## config.mk

```make
export PLATFORM = sky130hd
export DESIGN_NAME = line_edit_buffer_top_flat
export DESIGN_NICKNAME = d
export VERILOG_FILES = /design/src/hdl/leb_pkg.sv /design/src/hdl/leb_if.sv /design/src/hdl/leb_ram.sv /design/src/hdl/leb_front.sv /design/src/hdl/leb_back.sv /design/src/hdl/line_edit_buffer_top.sv /design/src/flat_wrapper.sv
export SDC_FILE = /design/constraint.sdc
export NUM_CORES = 1
export LEC_CHECK = 0
export ABC_AREA = 1
export BUFFER_PORTS_ARGS = -buffer_cell sky130_fd_sc_hd__buf_2
export CAP_MARGIN = 0
export CORE_MARGIN = 8
export CORE_UTILIZATION = 51
export DETAILED_ROUTE_END_ITERATION = 16
export PLACE_DENSITY = 0.66
export SETUP_SLACK_MARGIN = 0.05
export SLEW_MARGIN = 25
export SYNTH_ARGS = -nofsm -noshare
export SYNTH_HDL_FRONTEND = slang
export SYNTH_SLANG_ARGS = --single-unit
```

## constraint.sdc

```tcl
create_clock -name clk -period 11.5 [get_ports clk]
set_clock_uncertainty 0.05 [all_clocks]
set_input_delay 0.575 -clock clk [delete_from_list [all_inputs] [get_ports clk]]
set_output_delay 0.575 -clock clk [all_outputs]
set_load 0.02 [all_outputs]
```

## src/hdl/leb_pkg.sv

```systemverilog
`timescale 1ns / 1ps

package leb_pkg;

  // Default number of character positions in the text store.
  localparam int LEB_STORE_DEPTH = 64;

  // Capacity register value after reset.
  localparam logic [6:0] CAP_RESET = 7'd64;

  // Printable character range accepted by an insert.
  localparam logic [6:0] CHAR_LO = 7'd32;
  localparam logic [6:0] CHAR_HI = 7'd126;

  // Key command codes on the input channel.
  localparam logic [2:0] CMD_INSERT = 3'd0;
  localparam logic [2:0] CMD_HOME   = 3'd1;
  localparam logic [2:0] CMD_END    = 3'd2;
  localparam logic [2:0] CMD_LEFT   = 3'd3;
  localparam logic [2:0] CMD_RIGHT  = 3'd4;
  localparam logic [2:0] CMD_BKSP   = 3'd5;
  localparam logic [2:0] CMD_DEL    = 3'd6;
  localparam logic [2:0] CMD_READ   = 3'd7;

  // Classified operation handed from front to back.
  typedef enum logic [3:0] {
    OP_NOP,
    OP_INS,
    OP_HOME,
    OP_END,
    OP_LEFT,
    OP_RIGHT,
    OP_BKSP,
    OP_DEL,
    OP_READ
  } leb_op_t;

  typedef struct packed {
    leb_op_t    op;
    logic [6:0] ch;
    logic [5:0] idx;
  } leb_item_t;

endpackage

```

## src/hdl/leb_if.sv

```systemverilog
`timescale 1ns / 1ps

// Key event channel.
interface leb_in_if;
  logic       valid;
  logic       ready;
  logic [2:0] cmd;
  logic [6:0] char_code;
  logic       is_release;
  logic [5:0] read_index;

  modport source (output valid, cmd, char_code, is_release, read_index, input ready);
  modport sink   (input valid, cmd, char_code, is_release, read_index, output ready);
endinterface

// Result channel.
interface leb_out_if;
  logic       valid;
  logic       ready;
  logic [5:0] caret;
  logic [5:0] text_length;
  logic [6:0] read_char;

  modport source (output valid, caret, text_length, read_char, input ready);
  modport sink   (input valid, caret, text_length, read_char, output ready);
endinterface

// Capacity register write channel.
interface leb_cfg_if;
  logic       valid;
  logic       ready;
  logic [6:0] data;

  modport source (output valid, data, input ready);
  modport sink   (input valid, data, output ready);
endinterface

```

## src/hdl/leb_ram.sv

```systemverilog
`timescale 1ns / 1ps

module leb_ram #(
  parameter int WIDTH = 7,
  parameter int DEPTH = 64
) (
  input  logic                     clk,
  input  logic                     we,
  input  logic [$clog2(DEPTH)-1:0] waddr,
  input  logic [WIDTH-1:0]         wdata,
  input  logic [$clog2(DEPTH)-1:0] raddr,
  output logic [WIDTH-1:0]         rdata
);

  logic [WIDTH-1:0] mem [DEPTH];

  always_ff @(posedge clk) begin
    if (we) begin
      mem[waddr] <= wdata;
    end
    rdata <= mem[raddr];
  end

endmodule

```

## src/hdl/leb_front.sv

```systemverilog
`timescale 1ns / 1ps

module leb_front import leb_pkg::*; (
  input  logic      clk,
  input  logic      rst,
  leb_in_if.sink    keys,
  output leb_item_t q_item,
  output logic      q_valid,
  input  logic      q_ready
);

  leb_item_t  item_in;
  leb_item_t  entries [2];
  logic       wr_ptr;
  logic       rd_ptr;
  logic [1:0] count;
  logic       push;
  logic       pop;
  logic       printable;

  // Classify the key event; releases and unprintable inserts become no-ops.
  always_comb begin
    printable   = (keys.char_code >= CHAR_LO) && (keys.char_code <= CHAR_HI);
    item_in.ch  = keys.char_code;
    item_in.idx = keys.read_index;
    item_in.op  = OP_NOP;
    if (!keys.is_release) begin
      unique case (keys.cmd)
        CMD_INSERT: item_in.op = printable ? OP_INS : OP_NOP;
        CMD_HOME:   item_in.op = OP_HOME;
        CMD_END:    item_in.op = OP_END;
        CMD_LEFT:   item_in.op = OP_LEFT;
        CMD_RIGHT:  item_in.op = OP_RIGHT;
        CMD_BKSP:   item_in.op = OP_BKSP;
        CMD_DEL:    item_in.op = OP_DEL;
        CMD_READ:   item_in.op = OP_READ;
        default:    item_in.op = OP_NOP;
      endcase
    end
  end

  assign keys.ready = (count != 2'd2);
  assign push       = keys.valid && keys.ready;
  assign q_valid    = (count != 2'd0);
  assign pop        = q_valid && q_ready;
  assign q_item     = entries[rd_ptr];

  always_ff @(posedge clk) begin
    if (push) begin
      entries[wr_ptr] <= item_in;
    end
    if (rst) begin
      wr_ptr <= 1'b0;
      rd_ptr <= 1'b0;
      count  <= 2'd0;
    end else begin
      if (push) begin
        wr_ptr <= ~wr_ptr;
      end
      if (pop) begin
        rd_ptr <= ~rd_ptr;
      end
      count <= count + {1'b0, push} - {1'b0, pop};
    end
  end

endmodule

```

## src/hdl/leb_back.sv

```systemverilog
`timescale 1ns / 1ps

module leb_back import leb_pkg::*; #(
  parameter int STORE_DEPTH = LEB_STORE_DEPTH
) (
  input  logic       clk,
  input  logic       rst,
  input  logic [6:0] capacity,
  input  leb_item_t  q_item,
  input  logic       q_valid,
  output logic       q_ready,
  leb_out_if.source  results
);

  localparam int ADDR_W = $clog2(STORE_DEPTH);
  localparam int CW     = (ADDR_W + 1 > 7) ? ADDR_W + 1 : 7;
  localparam int IDX_W  = (ADDR_W > 6) ? ADDR_W : 6;

  typedef enum logic [2:0] {
    ST_IDLE,
    ST_MOVE,
    ST_FIN,
    ST_RDWAIT,
    ST_RESULT
  } state_t;

  state_t            state;
  leb_op_t           cur_op;
  logic [6:0]        cur_ch;
  logic [ADDR_W-1:0] caret;
  logic [ADDR_W-1:0] length;
  logic [ADDR_W-1:0] src;
  logic [ADDR_W-1:0] cnt;
  logic              dir_up;
  logic              pend;
  logic [ADDR_W-1:0] pend_addr;
  logic [6:0]        rchar;

  logic [CW-1:0]     cap_sat;
  logic [CW-1:0]     limit;
  logic              full;
  logic              idx_in_text;

  logic              ram_we;
  logic [ADDR_W-1:0] ram_waddr;
  logic [6:0]        ram_wdata;
  logic [ADDR_W-1:0] ram_raddr;
  logic [6:0]        ram_rdata;

  logic              out_valid;
  logic [5:0]        out_caret;
  logic [5:0]        out_len;
  logic [6:0]        out_char;

  // Text limit: capacity saturated to the store depth, zero treated as one, minus one.
  always_comb begin
    cap_sat = CW'(capacity);
    if (cap_sat > CW'(STORE_DEPTH)) begin
      cap_sat = CW'(STORE_DEPTH);
    end
    if (cap_sat == '0) begin
      cap_sat = CW'(1);
    end
    limit       = cap_sat - CW'(1);
    full        = CW'(length) >= limit;
    idx_in_text = IDX_W'(q_item.idx) < IDX_W'(length);
  end

  // One write port: pending shift beat first, then the inserted character.
  always_comb begin
    ram_we    = pend || (state == ST_FIN && cur_op == OP_INS);
    ram_waddr = pend ? pend_addr : caret;
    ram_wdata = pend ? ram_rdata : cur_ch;
    ram_raddr = (state == ST_MOVE) ? src : ADDR_W'(q_item.idx);
  end

  leb_ram #(
    .WIDTH (7),
    .DEPTH (STORE_DEPTH)
  ) u_store (
    .clk   (clk),
    .we    (ram_we),
    .waddr (ram_waddr),
    .wdata (ram_wdata),
    .raddr (ram_raddr),
    .rdata (ram_rdata)
  );

  assign q_ready             = (state == ST_IDLE);
  assign results.valid       = out_valid;
  assign results.caret       = out_caret;
  assign results.text_length = out_len;
  assign results.read_char   = out_char;

  always_ff @(posedge clk) begin
    if (rst) begin
      state     <= ST_IDLE;
      caret     <= '0;
      length    <= '0;
      pend      <= 1'b0;
      out_valid <= 1'b0;
    end else begin
      // Drop a taken beat unless a new one loads in this cycle.
      if (out_valid && results.ready && state != ST_RESULT) begin
        out_valid <= 1'b0;
      end
      unique case (state)
        ST_IDLE: begin
          if (q_valid) begin
            cur_op <= q_item.op;
            cur_ch <= q_item.ch;
            rchar  <= '0;
            state  <= ST_RESULT;
            case (q_item.op)
              OP_HOME: caret <= '0;
              OP_END:  caret <= length;
              OP_LEFT: begin
                if (caret != '0) begin
                  caret <= caret - ADDR_W'(1);
                end
              end
              OP_RIGHT: begin
                if (caret < length) begin
                  caret <= caret + ADDR_W'(1);
                end
              end
              OP_INS: begin
                // Shift the tail up one place, top entry first.
                if (!full) begin
                  src    <= length - ADDR_W'(1);
                  cnt    <= length - caret;
                  dir_up <= 1'b0;
                  state  <= ST_MOVE;
                end
              end
              OP_BKSP: begin
                // Remove the entry before the caret: pull the tail down.
                if (caret != '0) begin
                  src    <= caret;
                  cnt    <= length - caret;
                  dir_up <= 1'b1;
                  state  <= ST_MOVE;
                end
              end
              OP_DEL: begin
                if (caret < length) begin
                  src    <= caret + ADDR_W'(1);
                  cnt    <= length - caret - ADDR_W'(1);
                  dir_up <= 1'b1;
                  state  <= ST_MOVE;
                end
              end
              OP_READ: begin
                if (idx_in_text) begin
                  state <= ST_RDWAIT;
                end
              end
              default: ;
            endcase
          end
        end
        ST_MOVE: begin
          // One entry read per cycle; its write lands the cycle after.
          if (cnt != '0) begin
            pend      <= 1'b1;
            pend_addr <= dir_up ? src - ADDR_W'(1) : src + ADDR_W'(1);
            src       <= dir_up ? src + ADDR_W'(1) : src - ADDR_W'(1);
            cnt       <= cnt - ADDR_W'(1);
          end else begin
            pend  <= 1'b0;
            state <= ST_FIN;
          end
        end
        ST_FIN: begin
          case (cur_op)
            OP_INS: begin
              length <= length + ADDR_W'(1);
              caret  <= caret + ADDR_W'(1);
            end
            OP_BKSP: begin
              length <= length - ADDR_W'(1);
              caret  <= caret - ADDR_W'(1);
            end
            default: length <= length - ADDR_W'(1);
          endcase
          state <= ST_RESULT;
        end
        ST_RDWAIT: begin
          rchar <= ram_rdata;
          state <= ST_RESULT;
        end
        ST_RESULT: begin
          if (!out_valid || results.ready) begin
            out_valid <= 1'b1;
            out_caret <= 6'(caret);
            out_len   <= 6'(length);
            out_char  <= rchar;
            state     <= ST_IDLE;
          end
        end
        default: state <= ST_IDLE;
      endcase
    end
  end

endmodule

```

## src/hdl/line_edit_buffer_top.sv

```systemverilog
`timescale 1ns / 1ps

// Single-line text editor engine.
// keys: one beat per key event (cmd, char_code, is_release, read_index).
// results: one beat per key event, in order, with the caret and text length
//   after the event and, for a read, the character at read_index (0 beyond
//   the text or for any other event).
// cfg: one beat writes the capacity register; always ready. Write it only
//   while no key event is outstanding.
// Throughput: the front classifies a beat and queues it (two entries); the
//   back takes one event at a time. An insert, backspace or delete shifts
//   the store entries between the caret and the end of the text, one store
//   entry shifted per cycle through the single write port. Each result
//   beat leaves through the output register.
// Reset: caret and length clear, capacity returns to 64. The text store is
//   not cleared; only entries below the length are ever read.
// Stall: a stalled result holds in the output register; the back finishes
//   the next event and waits, and the queue fills before keys.ready drops.

module line_edit_buffer_top import leb_pkg::*; #(
  parameter int STORE_DEPTH = LEB_STORE_DEPTH
) (
  input  logic      clk,
  input  logic      rst,
  leb_in_if.sink    keys,
  leb_out_if.source results,
  leb_cfg_if.sink   cfg
);

  logic [6:0] capacity;
  leb_item_t  q_item;
  logic       q_valid;
  logic       q_ready;

  // Capacity register: take every beat.
  assign cfg.ready = 1'b1;

  always_ff @(posedge clk) begin
    if (rst) begin
      capacity <= CAP_RESET;
    end else if (cfg.valid) begin
      capacity <= cfg.data;
    end
  end

  // Front: classify key beats and queue them.
  leb_front u_front (
    .clk     (clk),
    .rst     (rst),
    .keys    (keys),
    .q_item  (q_item),
    .q_valid (q_valid),
    .q_ready (q_ready)
  );

  // Back: edit the store, track caret and length, drive results.
  leb_back #(
    .STORE_DEPTH (STORE_DEPTH)
  ) u_back (
    .clk      (clk),
    .rst      (rst),
    .capacity (capacity),
    .q_item   (q_item),
    .q_valid  (q_valid),
    .q_ready  (q_ready),
    .results  (results)
  );

endmodule

```

## src/flat_wrapper.sv

```systemverilog
// flat-port wrapper written by rule: the top's interface ports become plain ports
module line_edit_buffer_top_flat import leb_pkg::*;
#(
  parameter int STORE_DEPTH = LEB_STORE_DEPTH
)
  (clk, rst, keys_valid, keys_cmd, keys_char_code, keys_is_release, keys_read_index, keys_ready, results_valid, results_caret, results_text_length, results_read_char, results_ready, cfg_valid, cfg_data, cfg_ready);
  leb_in_if keys_i ();
  leb_out_if results_i ();
  leb_cfg_if cfg_i ();
  input  logic clk;
  input  logic rst;
  input wire logic [$bits(keys_i.valid)-1:0] keys_valid;
  input wire logic [$bits(keys_i.cmd)-1:0] keys_cmd;
  input wire logic [$bits(keys_i.char_code)-1:0] keys_char_code;
  input wire logic [$bits(keys_i.is_release)-1:0] keys_is_release;
  input wire logic [$bits(keys_i.read_index)-1:0] keys_read_index;
  output wire logic [$bits(keys_i.ready)-1:0] keys_ready;
  output wire logic [$bits(results_i.valid)-1:0] results_valid;
  output wire logic [$bits(results_i.caret)-1:0] results_caret;
  output wire logic [$bits(results_i.text_length)-1:0] results_text_length;
  output wire logic [$bits(results_i.read_char)-1:0] results_read_char;
  input wire logic [$bits(results_i.ready)-1:0] results_ready;
  input wire logic [$bits(cfg_i.valid)-1:0] cfg_valid;
  input wire logic [$bits(cfg_i.data)-1:0] cfg_data;
  output wire logic [$bits(cfg_i.ready)-1:0] cfg_ready;
  assign keys_i.valid = keys_valid;
  assign keys_i.cmd = keys_cmd;
  assign keys_i.char_code = keys_char_code;
  assign keys_i.is_release = keys_is_release;
  assign keys_i.read_index = keys_read_index;
  assign keys_ready = keys_i.ready;
  assign results_valid = results_i.valid;
  assign results_caret = results_i.caret;
  assign results_text_length = results_i.text_length;
  assign results_read_char = results_i.read_char;
  assign results_i.ready = results_ready;
  assign cfg_i.valid = cfg_valid;
  assign cfg_i.data = cfg_data;
  assign cfg_ready = cfg_i.ready;
  line_edit_buffer_top #(.STORE_DEPTH(STORE_DEPTH)) u_core (.clk(clk), .rst(rst), .keys(keys_i), .results(results_i), .cfg(cfg_i));
endmodule
```

After elaboration in Yosys (flattened, before gate mapping)
Memories as Yosys holds them, arrays and structs flattened. A register that Yosys moved wholly into a read port is not among the register bits.
Index checks and enable logic that the tools add are counted.

word-level totals
  memory bits (writable) = 482
  bits of input ports = 29
  register bits after elaboration = 84
  output and inout bits = 22
  memories kept = 2
  word-level logic and storage cells = 163

memories
  memory                     words  bits a word  rd ports  clocked after memory_dff  write ports  RTL line         RTL
  u_core.u_back.u_store.mem  64     7            1         1                         1            leb_ram.sv:15    logic [WIDTH-1:0] mem [DEPTH];
  u_core.u_front.entries     2      17           1         1                         1            leb_front.sv:13  leb_item_t entries [2];

cells by class
  muxes and demuxes = 55
  add/subtract/negate cells = 12
  order comparisons = 6
  equality and inequality tests = 38
  bitwise gates (word level) = 3
  reduce and logical (&&, ||, !) cells = 28

operators with widths
  operator                                           number
  2-to-1 mux 6 bit                                   17
  one-hot mux 6 bit (2 select lines)                 4
  one-hot mux 6 bit (3 select lines)                 2
  one-hot mux 4 bit (8 select lines)                 1
  subtractor 6 x 1 -> 6 bit (second input constant)  5
  2-to-1 mux 7 bit                                   4
  one-hot mux 3 bit (4 select lines)                 2
  one-hot mux 6 bit (4 select lines)                 1
  2-to-1 mux 3 bit                                   7
  == test 4 x 3 -> 1 bit (second input constant)     5
  adder 6 x 1 -> 6 bit (second input constant)       3
  inequality test 3 bit (second input constant)      6
  == test 3 bit (second input constant)              5
  AND reduction 3 bit                                5
  2-to-1 mux 1 bit                                   14
  inequality test 2 bit (second input constant)      7
  one-hot mux 7 bit (2 select lines)                 1
  == test 3 x 2 -> 1 bit (second input constant)     4
  less-than comparator 6 bit                         2
  nonzero test 6 bit                                 2
  == test 4 x 1 -> 1 bit (second input constant)     2
  == test 4 x 2 -> 1 bit (second input constant)     2
  AND reduction 8 bit                                1
  nonzero test 2 bit                                 4
  26 further kinds                                   36

Depth between registers and ports, before layout
Gate-level depths: netlist of run 1.

  word-level depth = 10
  mapped depth = 23
  gate-level depth less buffers = 23

Hierarchy
Synthesis of run 1 repeated with hierarchy kept, for this count alone.

second synthesis, totals
  cell total of the unflattened synthesis = 2331
  area total of the unflattened synthesis = 25249.2 um^2

by module, submodules not included
  module                cells each  instances  sequential area each (um^2)  area an instance (um^2)
  leb_ram               1596        1          13593.0                      18569.1
  leb_back              585         1          2021.9                       4783.3
  leb_front             105         1          1121.1                       1601.5
  line_edit_buffer_top  45          1          140.1                        295.3

Worst setup path before layout of run 1
OpenSTA, ideal clock, no wires.

  path type = flip-flop to flip-flop
  start point = register u_core.u_back.pend
  end point = memory u_core.u_back.u_store.mem[0][3], data pin
  arrival = 3.359 ns
  slack = 7.389 ns
  clock period less this slack = 4.111 ns
  cell stages (with the launch flop) = 5
  path buffers = 2
  setup time = 0.702 ns
  data required time = 10.748 ns
  path through = dfxtp_1 -> inv_1 -> buf_2 -> clkbuf_1 -> o21ai_0

on the way
  cells in the longest elaborated chain, start to end = 1

ends and longest elaborated chain
  element                               RTL line         RTL
  start: declaration                    leb_back.sv:35   logic pend;
  start signal: assignment              leb_back.sv:100  pend <= 1'b0;
  start signal: assignment              leb_back.sv:165  pend <= 1'b1;
  start signal: assignment              leb_back.sv:170  pend <= 1'b0;
  2-to-1 mux 7 bit                      leb_back.sv:73   ram_wdata = pend ? ram_rdata : cur_ch;
  named net u_core.u_back.ram_wdata[3]  leb_back.sv:46   logic [6:0] ram_wdata;
  end: declaration                      leb_ram.sv:15

The timed path passes the listed nets, and every way through them passes these cells.

==> impl_metrics.ini, run 1 <==
[clock_network]
h-tree-depth = 2
cts_made_buffers = 58
clock_sinks = 574
cts_tree = done
path_clk_slew_ns = 0.06
cts-root-buf = clkbuf_16
clock_latency_ns = 0.62
clk_path_buf_depth = 3
post_cts_buffers = 0
cts_resized = 0
cts_hold_buffers = 0

[floorplanning]
core_area_sq_um = 50100
die_x_um = 241
dieArea_sq_um = 58100
io_pins = 51
row_count = 82
dieHeight_um = 241
start_util = 0.516

[timing]
tightest_slew_ns = 1.04
worst_slack_ns = 6.47
max_freq_mhz = 199
finalSetupTns_ns = 0
drv_slew = 0
setup_viol_count_final = 0
relSlewSlack = 0.302
period_share = 0.437
min_period_ns = 5.03
rsz0062_at_grt = no
hold_viol = 0

[synth]
yosysUniqueCellTypes = 52
yosys-top-cells-count = nand2_1 (695), edfxtp_1 (538), nand3_1 (315)
ys_warn_count = 0
synth_edf_count = 538
synthesis.area_sq_um = 25800
synth_area_leaders = edfxtp_1 (63%), nand2_1 (10%), nand3_1 (6.1%)
syn-num-nets = 2544
seq_area_frac_synth = 0.653
synthCells = 2486
synthArstFlopShare = 0
synth-seq-cells = 574
synth_top_area_cell = edfxtp_1
ys.flop_type = edfxtp_1
post-synth-top-count-cell = nand2_1
syn_avg_cell_area_sq_um = 10.4
yosysTopAreaCellShare = 0.625

[route]
drc = 0
drt-pass1-iter-count = 6
vias = 17900
routed_via_density = 5.54
drt-initial-drc-count = 1774
wl_per_cell_um = 20.4
wl_um = 65900
ant_nets = 0

[placed_design]
io_buffers = 49
place.gp.congestion = 0.866
dp_cells = 3116
dpl.hpwl_um = 41600
placedInstanceArea_sq_um = 26600
dp_worst_setup_slack_ns = 6.54

[critical_path]
crit_path_end_kind = flip-flop
start_kind = flip-flop
criticalPathCategory = flip-flop to flip-flop
cp_max_fo = 115
cp.required_ns = 11.96
arrival_ns = 5.48

[power]
intPower_mw = 4.52
power_frac_seq = 0.360
power_density_nw_per_um2 = 268
pwr-share-comb = 0.395
leakagePower_nw = 11.3
power.switching_mw = 3.11
power_frac_clock = 0.245
p_sw_frac = 0.408
vdd_drop_max_mv = 0.144

[status]
status = completed

[global_route]
grt_util_all_layers = 0.227
grt_overflow = 0
antenna_found_initial = 0
grt_max_degree = 116
grt_pass1_wl_um = 101000
grt_pass1_vias = 17500

[hold_path]
hold_path_class = primary input to flip-flop

[layout]
fin_area_sq_um = 28500
instances_no_fill = 3225
fin_nets = 2562
syn2layout_area_growth_pct = 10.2
final_core_util = 0.569
diodes = 0
drive_gt1_frac = 0.0752

[flow_run]
maxCapViolCount = 0
-- flip-flops by register name, indices dropped and copies added (netlist names), 7 cells and up, named ones only --
signal and flops:
u_core.capacity 7, u_core.u_back.cur_ch 7, u_core.u_back.rchar 7, u_core.u_back.results.read_char 7, u_core.u_back.u_store.mem 448, u_core.u_back.u_store.rdata 7, u_core.u_front.entries 34
-- critical path, cell delays in order (launching register included) --
cell      delay (ns)
dfxtp_1         0.81
inv_2           0.31
nand2_1         0.18
nand3_2         0.09
buf_4           0.34
nand2_8         0.60
clkinv_2        0.85
buf_4           0.65
nand2_1         0.16
nand2_1         0.07
nand2_1         0.06
nand3_1         0.08
nand3_1         0.13
nand3_1         0.19
nand3_1         0.19
nand2_1         0.07
-- worst paths after layout --
path	start	end	slack, ns	cells past startpoint
min reg2reg	u_core.u_back.rchar[3]$_SDFFCE_PN0P_	u_core.u_back.results.read_char[3]$_DFFE_PP_	0.34	0
min	keys_read_index[5]	u_core.u_front.entries[1][5]$_DFFE_PP_	0.11	1
max reg2reg	flip-flop	u_core.u_back.u_store.rdata[3]$_DFF_P_	6.47	15
max	flip-flop	u_core.u_back.u_store.rdata[3]$_DFF_P_	6.47	15
-- final cells by class --
cell class	instances	area (sq um)
clock inverter	37	319
timing repair buffer	72	418
inverter	280	1050
sequential	574	16900
tap	672	841
fill	4242	21600
multi-input combinational	1518	7420
clock buffer	72	1570
-- layer usage --
layer / global-route usage / up-vias / share of wire
li1: - / 8460 / -
met1: 0.293 / 8556 / 0.41
met2: 0.383 / 723 / 0.49
met3: 0.0392 / 125 / 0.075
met4: 0.0795 / 0 / 0.032
met5: 0 / - / 0
-- power by group through the flow --
stage               clock network, mW  logic (mW)  registers (mW)
finish                           1.87        3.01            2.75
global route                     1.98        3.29            2.76
CTS                              1.90        2.99            2.75
detailed placement                  0        2.98            2.79
global placement                    0        2.94            2.79
floorplan                           0        2.09            2.78
-- through the flow --
stage	power (mW)	hold slack [ns]
finish	7.63	0.114
CTS	7.63	0.0842
floorplan	4.86	0.350
detailed placement	5.77	0.355
global placement	5.72	0.352
global route	8.03	0.0895
-- logic make-up after synthesis --
kind of cell	count (synthesis)	synth area share
AOI/OAI and AO/OA	198	0.0478
DFF	574	0.653
buffers and inverters	394	0.0647
adders and majority gates	29	0.0143
other	1	0.000145
and+or+nand+nor	1256	0.209
xor gates and xnor gates	33	0.0112
muxes	1	0.000387
-- layout by cell type (no fill, tap or decap), types with 10 or more instances in the layout --
cell type	synthesis	final
clkbuf_1	26	11
edfxtp_1	538	538
nor3_1	17	17
ha_1	28	28
o211ai_1	67	67
nand3b_1	44	44
nor2_1	157	157
inv_1	268	267
xor2_1	26	26
o21ai_0	59	52
clkinv_1	3	23
clkbuf_16	0	61
a21oi_1	39	39
clkinv_2	1	10
dfxtp_1	36	36
buf_4	13	23
buf_2	60	49
nand2_1	695	695
nand3_1	315	315
Note: power is estimated with default switching activity, not from simulation.
==> run 2: changes to the inputs <==
Settings changed: ABC_AREA 1 to 0, PLACE_DENSITY 0.66 to 0.69.
Clock period 11.5 ns to 4.22 ns, I/O delays scaled along.
==> run 2 against run 1 <==
Compared with the run above: via count shrank 14%; power grew 110%; utilization grew 1.5 points; sequential share of layout area grew 1.8 points; sequential cell count is the same; combinational power grew 33%; synthesized cell count shrank 26%; final cell count shrank 19%; maximum frequency grew 25%; die area shrank 5.8%; routed wire length shrank 10%.
==> impl_metrics.ini, run 2 <==
[critical_path]
cp.required_ns = 4.68
arrival_ns = 4.47
cp_max_fo = 15
criticalPathCategory = flip-flop to flip-flop
start_kind = flip-flop
crit_path_end_kind = flip-flop

[layout]
regMostFlops = u_core.u_back.u_store.mem
top_regs = u_core.u_back.u_store.mem (448), u_core.u_front.entries (34)
layout_commonest_cell = edfxtp_1
largest_reg_flops = 448
syn2layout_area_growth_pct = 14.1
final_core_util = 0.584
layout_common_cells = edfxtp_1 (538), nand2_1 (290), a21oi_1 (146)
seq_area_sq_um = 16900
multi_input_area_sq_um = 6830
fin_nets = 1999
fill_cells = 3696
fin_area_sq_um = 27600
drive_gt1_frac = 0.117

[placed_design]
place.gp.congestion = 0.882
io_buffers = 49
dpl.hpwl_um = 37500
placedInstanceArea_sq_um = 25400

[flow_run]
maxCapViolCount = 0

[timing]
finalSetupTns_ns = 0
setup_viol_count_final = 0
min_period_ns = 4.01
period_share = 0.951
holdWs_ns = 0.0715
drv_slew = 0
tightest_slew_ns = 1.05
hold_viol = 0
relSlewSlack = 0.292
max_freq_mhz = 249
rsz0062_at_grt = no

[global_route]
grt_pass1_wl_um = 89600
antenna_found_initial = 2
grt_overflow = 0
grt_pass1_vias = 15300
grt_max_degree = 65
grt_util_all_layers = 0.216

[synth]
syn_avg_cell_area_sq_um = 13.3
post-synth-top-count-cell = edfxtp_1
ys.flop_type = edfxtp_1
yosys-top-cells-count = edfxtp_1 (538), nand2_1 (290), a21oi_1 (146)
synth_area_leaders = edfxtp_1 (67%), mux2i_1 (5.6%), nand2_1 (4.5%)
synthesis.area_sq_um = 24200
synth_top_area_cell = edfxtp_1
syn-num-nets = 1887
ys_warn_count = 0
synthCells = 1829
synth_edf_count = 538
synthArstFlopShare = 0
synth-seq-cells = 574
yosysTopAreaCellShare = 0.667
seq_area_frac_synth = 0.696
yosysUniqueCellTypes = 63

[power]
vdd_drop_max_mv = 0.377
power_density_nw_per_um2 = 576
leakagePower_nw = 9.59

[clock_network]
cts_tree = done
cts_made_buffers = 57
cts_resized = 0
h-tree-depth = 2
clk_path_buf_depth = 3
path_clk_slew_ns = 0.07
clock_latency_ns = 0.64
clock_sinks = 574
post_cts_buffers = 0
cts_hold_buffers = 35
cts-root-buf = clkbuf_16

[floorplanning]
core_area_sq_um = 47300
row_count = 80
dieArea_sq_um = 54700
dieHeight_um = 234
io_pins = 51
start_util = 0.512
die_x_um = 234

[route]
ant_nets = 0
vias = 15400
wl_um = 59000
drc = 0
routed_via_density = 5.91
drt-pass1-iter-count = 6
wl_per_cell_um = 22.7
drt-initial-drc-count = 1663

[status]
status = completed

[hold_path]
hold_path_class = primary input to flip-flop
-- run 2: cell types whose count changed in the layout (fill, tap and decap cells not counted), moves of 24 or more --
cell           before  now
a21oi_1            39  146
nand2_1           695  290
nor2_1            157  116
nor4_1              1   33
buf_4              23   58
o22ai_1             4   68
xnor2_1             7   31
o211ai_1           67    4
inv_1             267   33
nand3b_1           44    2
dlygate4sd3_1       0   35
mux2i_1             1  134
nand3_1           315   30
-- run 2: per-layer routing --
metal / wire length, um / global-route usage
met1: 24200 / 0.290
met2: 28000 / 0.351
met3: 4860 / 0.0394
met5: 0 / 0
met4: 1930 / 0.0785
-- run 2: logic make-up (layout without fill, tap and decap cells) --
family	Yosys count	in the layout	synth area share
other cells	1	2	0.000155
flops	574	574	0.696
compound gates	343	343	0.0812
fa+ha+maj	29	29	0.0153
mux	155	155	0.0652
xor+xnor	45	45	0.0169
simple gates	551	551	0.0995
buf+inv	131	286	0.0255
-- run 2: layout make-up --
cell class                 count  area share
clock buffer                  66      0.0528
multi-input combinational   1124       0.247
antenna                        1   0.0000905
sequential                   574       0.610
inverter                      34     0.00462
tap                          615      0.0278
clock inverter                36      0.0137
timing repair buffer         150      0.0434
-- run 2: final timing paths --
kind | start | slack (ns) | cells past startpoint | end
worst min-delay path | rst | 0.07 | 2 | flip-flop
worst max-delay path | flip-flop | 0.21 | 8 | u_core.u_back.u_store.rdata[6]$_DFF_P_
worst min register to register | u_core.u_back.rchar[4]$_SDFFCE_PN0P_ | 0.37 | 0 | u_core.u_back.results.read_char[4]$_DFFE_PP_
worst max register to register | flip-flop | 0.21 | 8 | u_core.u_back.u_store.rdata[6]$_DFF_P_
-- run 2: where the power goes --
part	internal (mW)	switching [mW]	total [mW]
Combinational	1.38	2.63	4.01
Sequential	6.73	0.191	6.92
Clock	2.80	2.18	4.99
Total	10.9	5.00	15.9
-- run 2: stage by stage --
step	setup WS, ns	power [mW]	std cells
floorplan	0.396	9.52	1829
global placement	0.281	10.9	2461
detailed placement	0.256	11.0	2462
CTS	0.256	16.0	2599
global route	0.0808	16.5	2599
finish	0.205	15.9	2600
-- run 2: worst max-delay path, cell delays in order, from the launching register on --
cell     delay [ns]
dfxtp_1        0.60
buf_4          0.28
mux2i_1        0.18
a31oi_4        0.63
buf_4          0.38
a21oi_1        0.08
nor4_1         0.90
o21ai_0        0.24
or4_1          0.57
==> run 3: changes to the inputs <==
Settings changed: CTS_BUF_LIST from default to sky130_fd_sc_hd__clkbuf_4.
==> run 3 against run 2 <==
Compared with the run above: global-route usage rose by 0.81 points; clock-buffer cell count rose by 134; final cell count rose by 6.8%; sequential cell count did not move; power fell by 2.1%.
==> impl_metrics.ini, run 3 (synthesis gave the netlist of run 2 again) <==
[status]
status = completed

[hold_path]
worstHoldStart = keys_cmd[2]
hold-path-endpoint = u_core.u_front.entries[1][15]$_DFFE_PP_
holdPathStages = 4
hold_path_class = primary input to flip-flop

[critical_path]
criticalPathCategory = flip-flop to flip-flop
start_kind = flip-flop
r2r_slack_ns = 0.24
cp.required_ns = 5.05
path_cells = buf_4, mux2i_1, a31oi_4, buf_4, a21oi_1, nor4_1, o21ai_0, or4_1
crit_path_end_kind = flip-flop
max_stage_delay_ns = 0.90
cp_max_fo = 15
arrival_ns = 4.80
reg2reg_depth = 8
slowest_stage = nor4_1
critPathMostFrequentCell = buf_4
rr_endpoint = u_core.u_back.u_store.rdata[6]$_DFF_P_

[timing]
max_freq_mhz = 251
hold_viol = 0
holdWs_ns = 0.186
period_share = 0.942
drv_slew = 0
relSlewSlack = 0.294
tightest_slew_ns = 1.05
worst_slack_ns = 0.244
rsz0062_at_grt = no
min_period_ns = 3.98
setup_viol_count_final = 0
finalSetupTns_ns = 0

[layout]
layout_commonest_cell = edfxtp_1
top_regs = u_core.u_back.u_store.mem (448), u_core.u_front.entries (34)
largest_reg_flops = 448
fin_nets = 2122
fill_cells = 3705
syn2layout_area_growth_pct = 15.3
regMostFlops = u_core.u_back.u_store.mem
layout_common_cells = edfxtp_1 (538), nand2_1 (290), clkbuf_4 (200)
multi_input_area_sq_um = 6830
drive_gt1_frac = 0.171
seq_area_sq_um = 16900

[clock_network]
clock_latency_ns = 1.00
clk_path_buf_depth = 3
h-tree-depth = 4
cts_made_buffers = 146
path_clk_slew_ns = 0.07
cts_tree = done
post_cts_buffers = 0
cts-root-buf = clkbuf_4
clock_sinks = 574

[route]
drt-initial-drc-count = 1535
wl_per_cell_um = 21.7
vias = 16200
wl_um = 60300
ant_nets = 0
drc = 0
routed_via_density = 5.82
drt-pass1-iter-count = 5

[global_route]
grt_util_all_layers = 0.224
antenna_found_initial = 5
grt_pass1_wl_um = 92200
grt_overflow = 0
grt_max_degree = 65
grt_pass1_vias = 16200

[floorplanning]
io_pins = 51
dieArea_sq_um = 54700
row_count = 80
dieHeight_um = 234
start_util = 0.512
core_area_sq_um = 47300
die_x_um = 234

[placed_design]
io_buffers = 49
dpl.hpwl_um = 37500
dp_worst_setup_slack_ns = 0.256
place.gp.congestion = 0.882

[power]
vdd_drop_max_mv = 0.424
leakagePower_nw = 9.91
total_power_mw = 15.6
power_density_nw_per_um2 = 558

[flow_run]
maxCapViolCount = 0
-- run 3: timing repair --
action | in CTS | in global routing
gates resized for setup | 0 | 0
endpoints found under the hold margin | 115 | 0
hold buffers | 69 | 0
-- run 3: cell type report --
class                           instances  area share
Antenna cell                            9    0.000806
Timing Repair Buffer                  184      0.0551
Sequential cell                       574       0.604
Inverter                               34     0.00457
Clock buffer                          200      0.0537
Tap cell                              615      0.0275
Multi-Input combinational cell       1124       0.244
Clock inverter                         38     0.00985
-- run 3: worst max-delay path by stage --
| stage | depth (start not counted) | slack (ns) | start | endpoint |
|---|---|---|---|---|
| 2_1_floorplan | 13 | 0.40 | u_core.capacity[3]$_SDFFE_PP0P_ | u_core.u_back.cnt[0]$_DFFE_PP_ |
| 3_3_place_gp | 8 | 0.28 | flip-flop | u_core.u_back.u_store.rdata[6]$_DFF_P_ |
| 3_5_place_dp | 8 | 0.26 | flip-flop | u_core.u_back.u_store.rdata[6]$_DFF_P_ |
| 4_1_cts | 8 | 0.29 | flip-flop | u_core.u_back.u_store.rdata[6]$_DFF_P_ |
| 5_1_grt | 8 | 0.11 | flip-flop | u_core.u_back.u_store.rdata[6]$_DFF_P_ |
| 6_report | 8 | 0.24 | flip-flop | u_core.u_back.u_store.rdata[6]$_DFF_P_ |
-- run 3: where the power goes --
part / switching [mW] / leakage, nW / internal (mW) / total (mW)
clock: 2.23 / 1.05 / 2.38 / 4.61
sequential: 0.195 / 5.16 / 6.73 / 6.92
combinational: 2.63 / 3.70 / 1.41 / 4.04
-- run 3: critical path, delay by kind of cell, from the launching register on --
kind                   cells  cell delay (ns)
DFF                        1             0.61
buffers and inverters      2             0.67
and+or+nand+nor            2             1.47
AOI/OAI and AO/OA          3             0.93
muxes                      1             0.17
-- run 3: metrics by stage --
stage          area, sq um  utilization  cells
2_1_floorplan        24200            -   1829
3_3_place_gp         25400        0.537   2461
3_5_place_dp         25400        0.538   2462
4_1_cts              27900        0.590   2769
5_1_grt              27900        0.590   2774
6_report             27900        0.590   2778
-- run 3: per-layer routing --
metal  part of all wire  wire length [um]  vias up  global-route usage
met2               0.47             28600      772               0.360
li1                   -                 -     7385                   -
met5            0.00020                12        -                   0
met3              0.082              4940      132              0.0556
met1               0.41             24700     7870               0.285
met4              0.034              2030        2               0.106
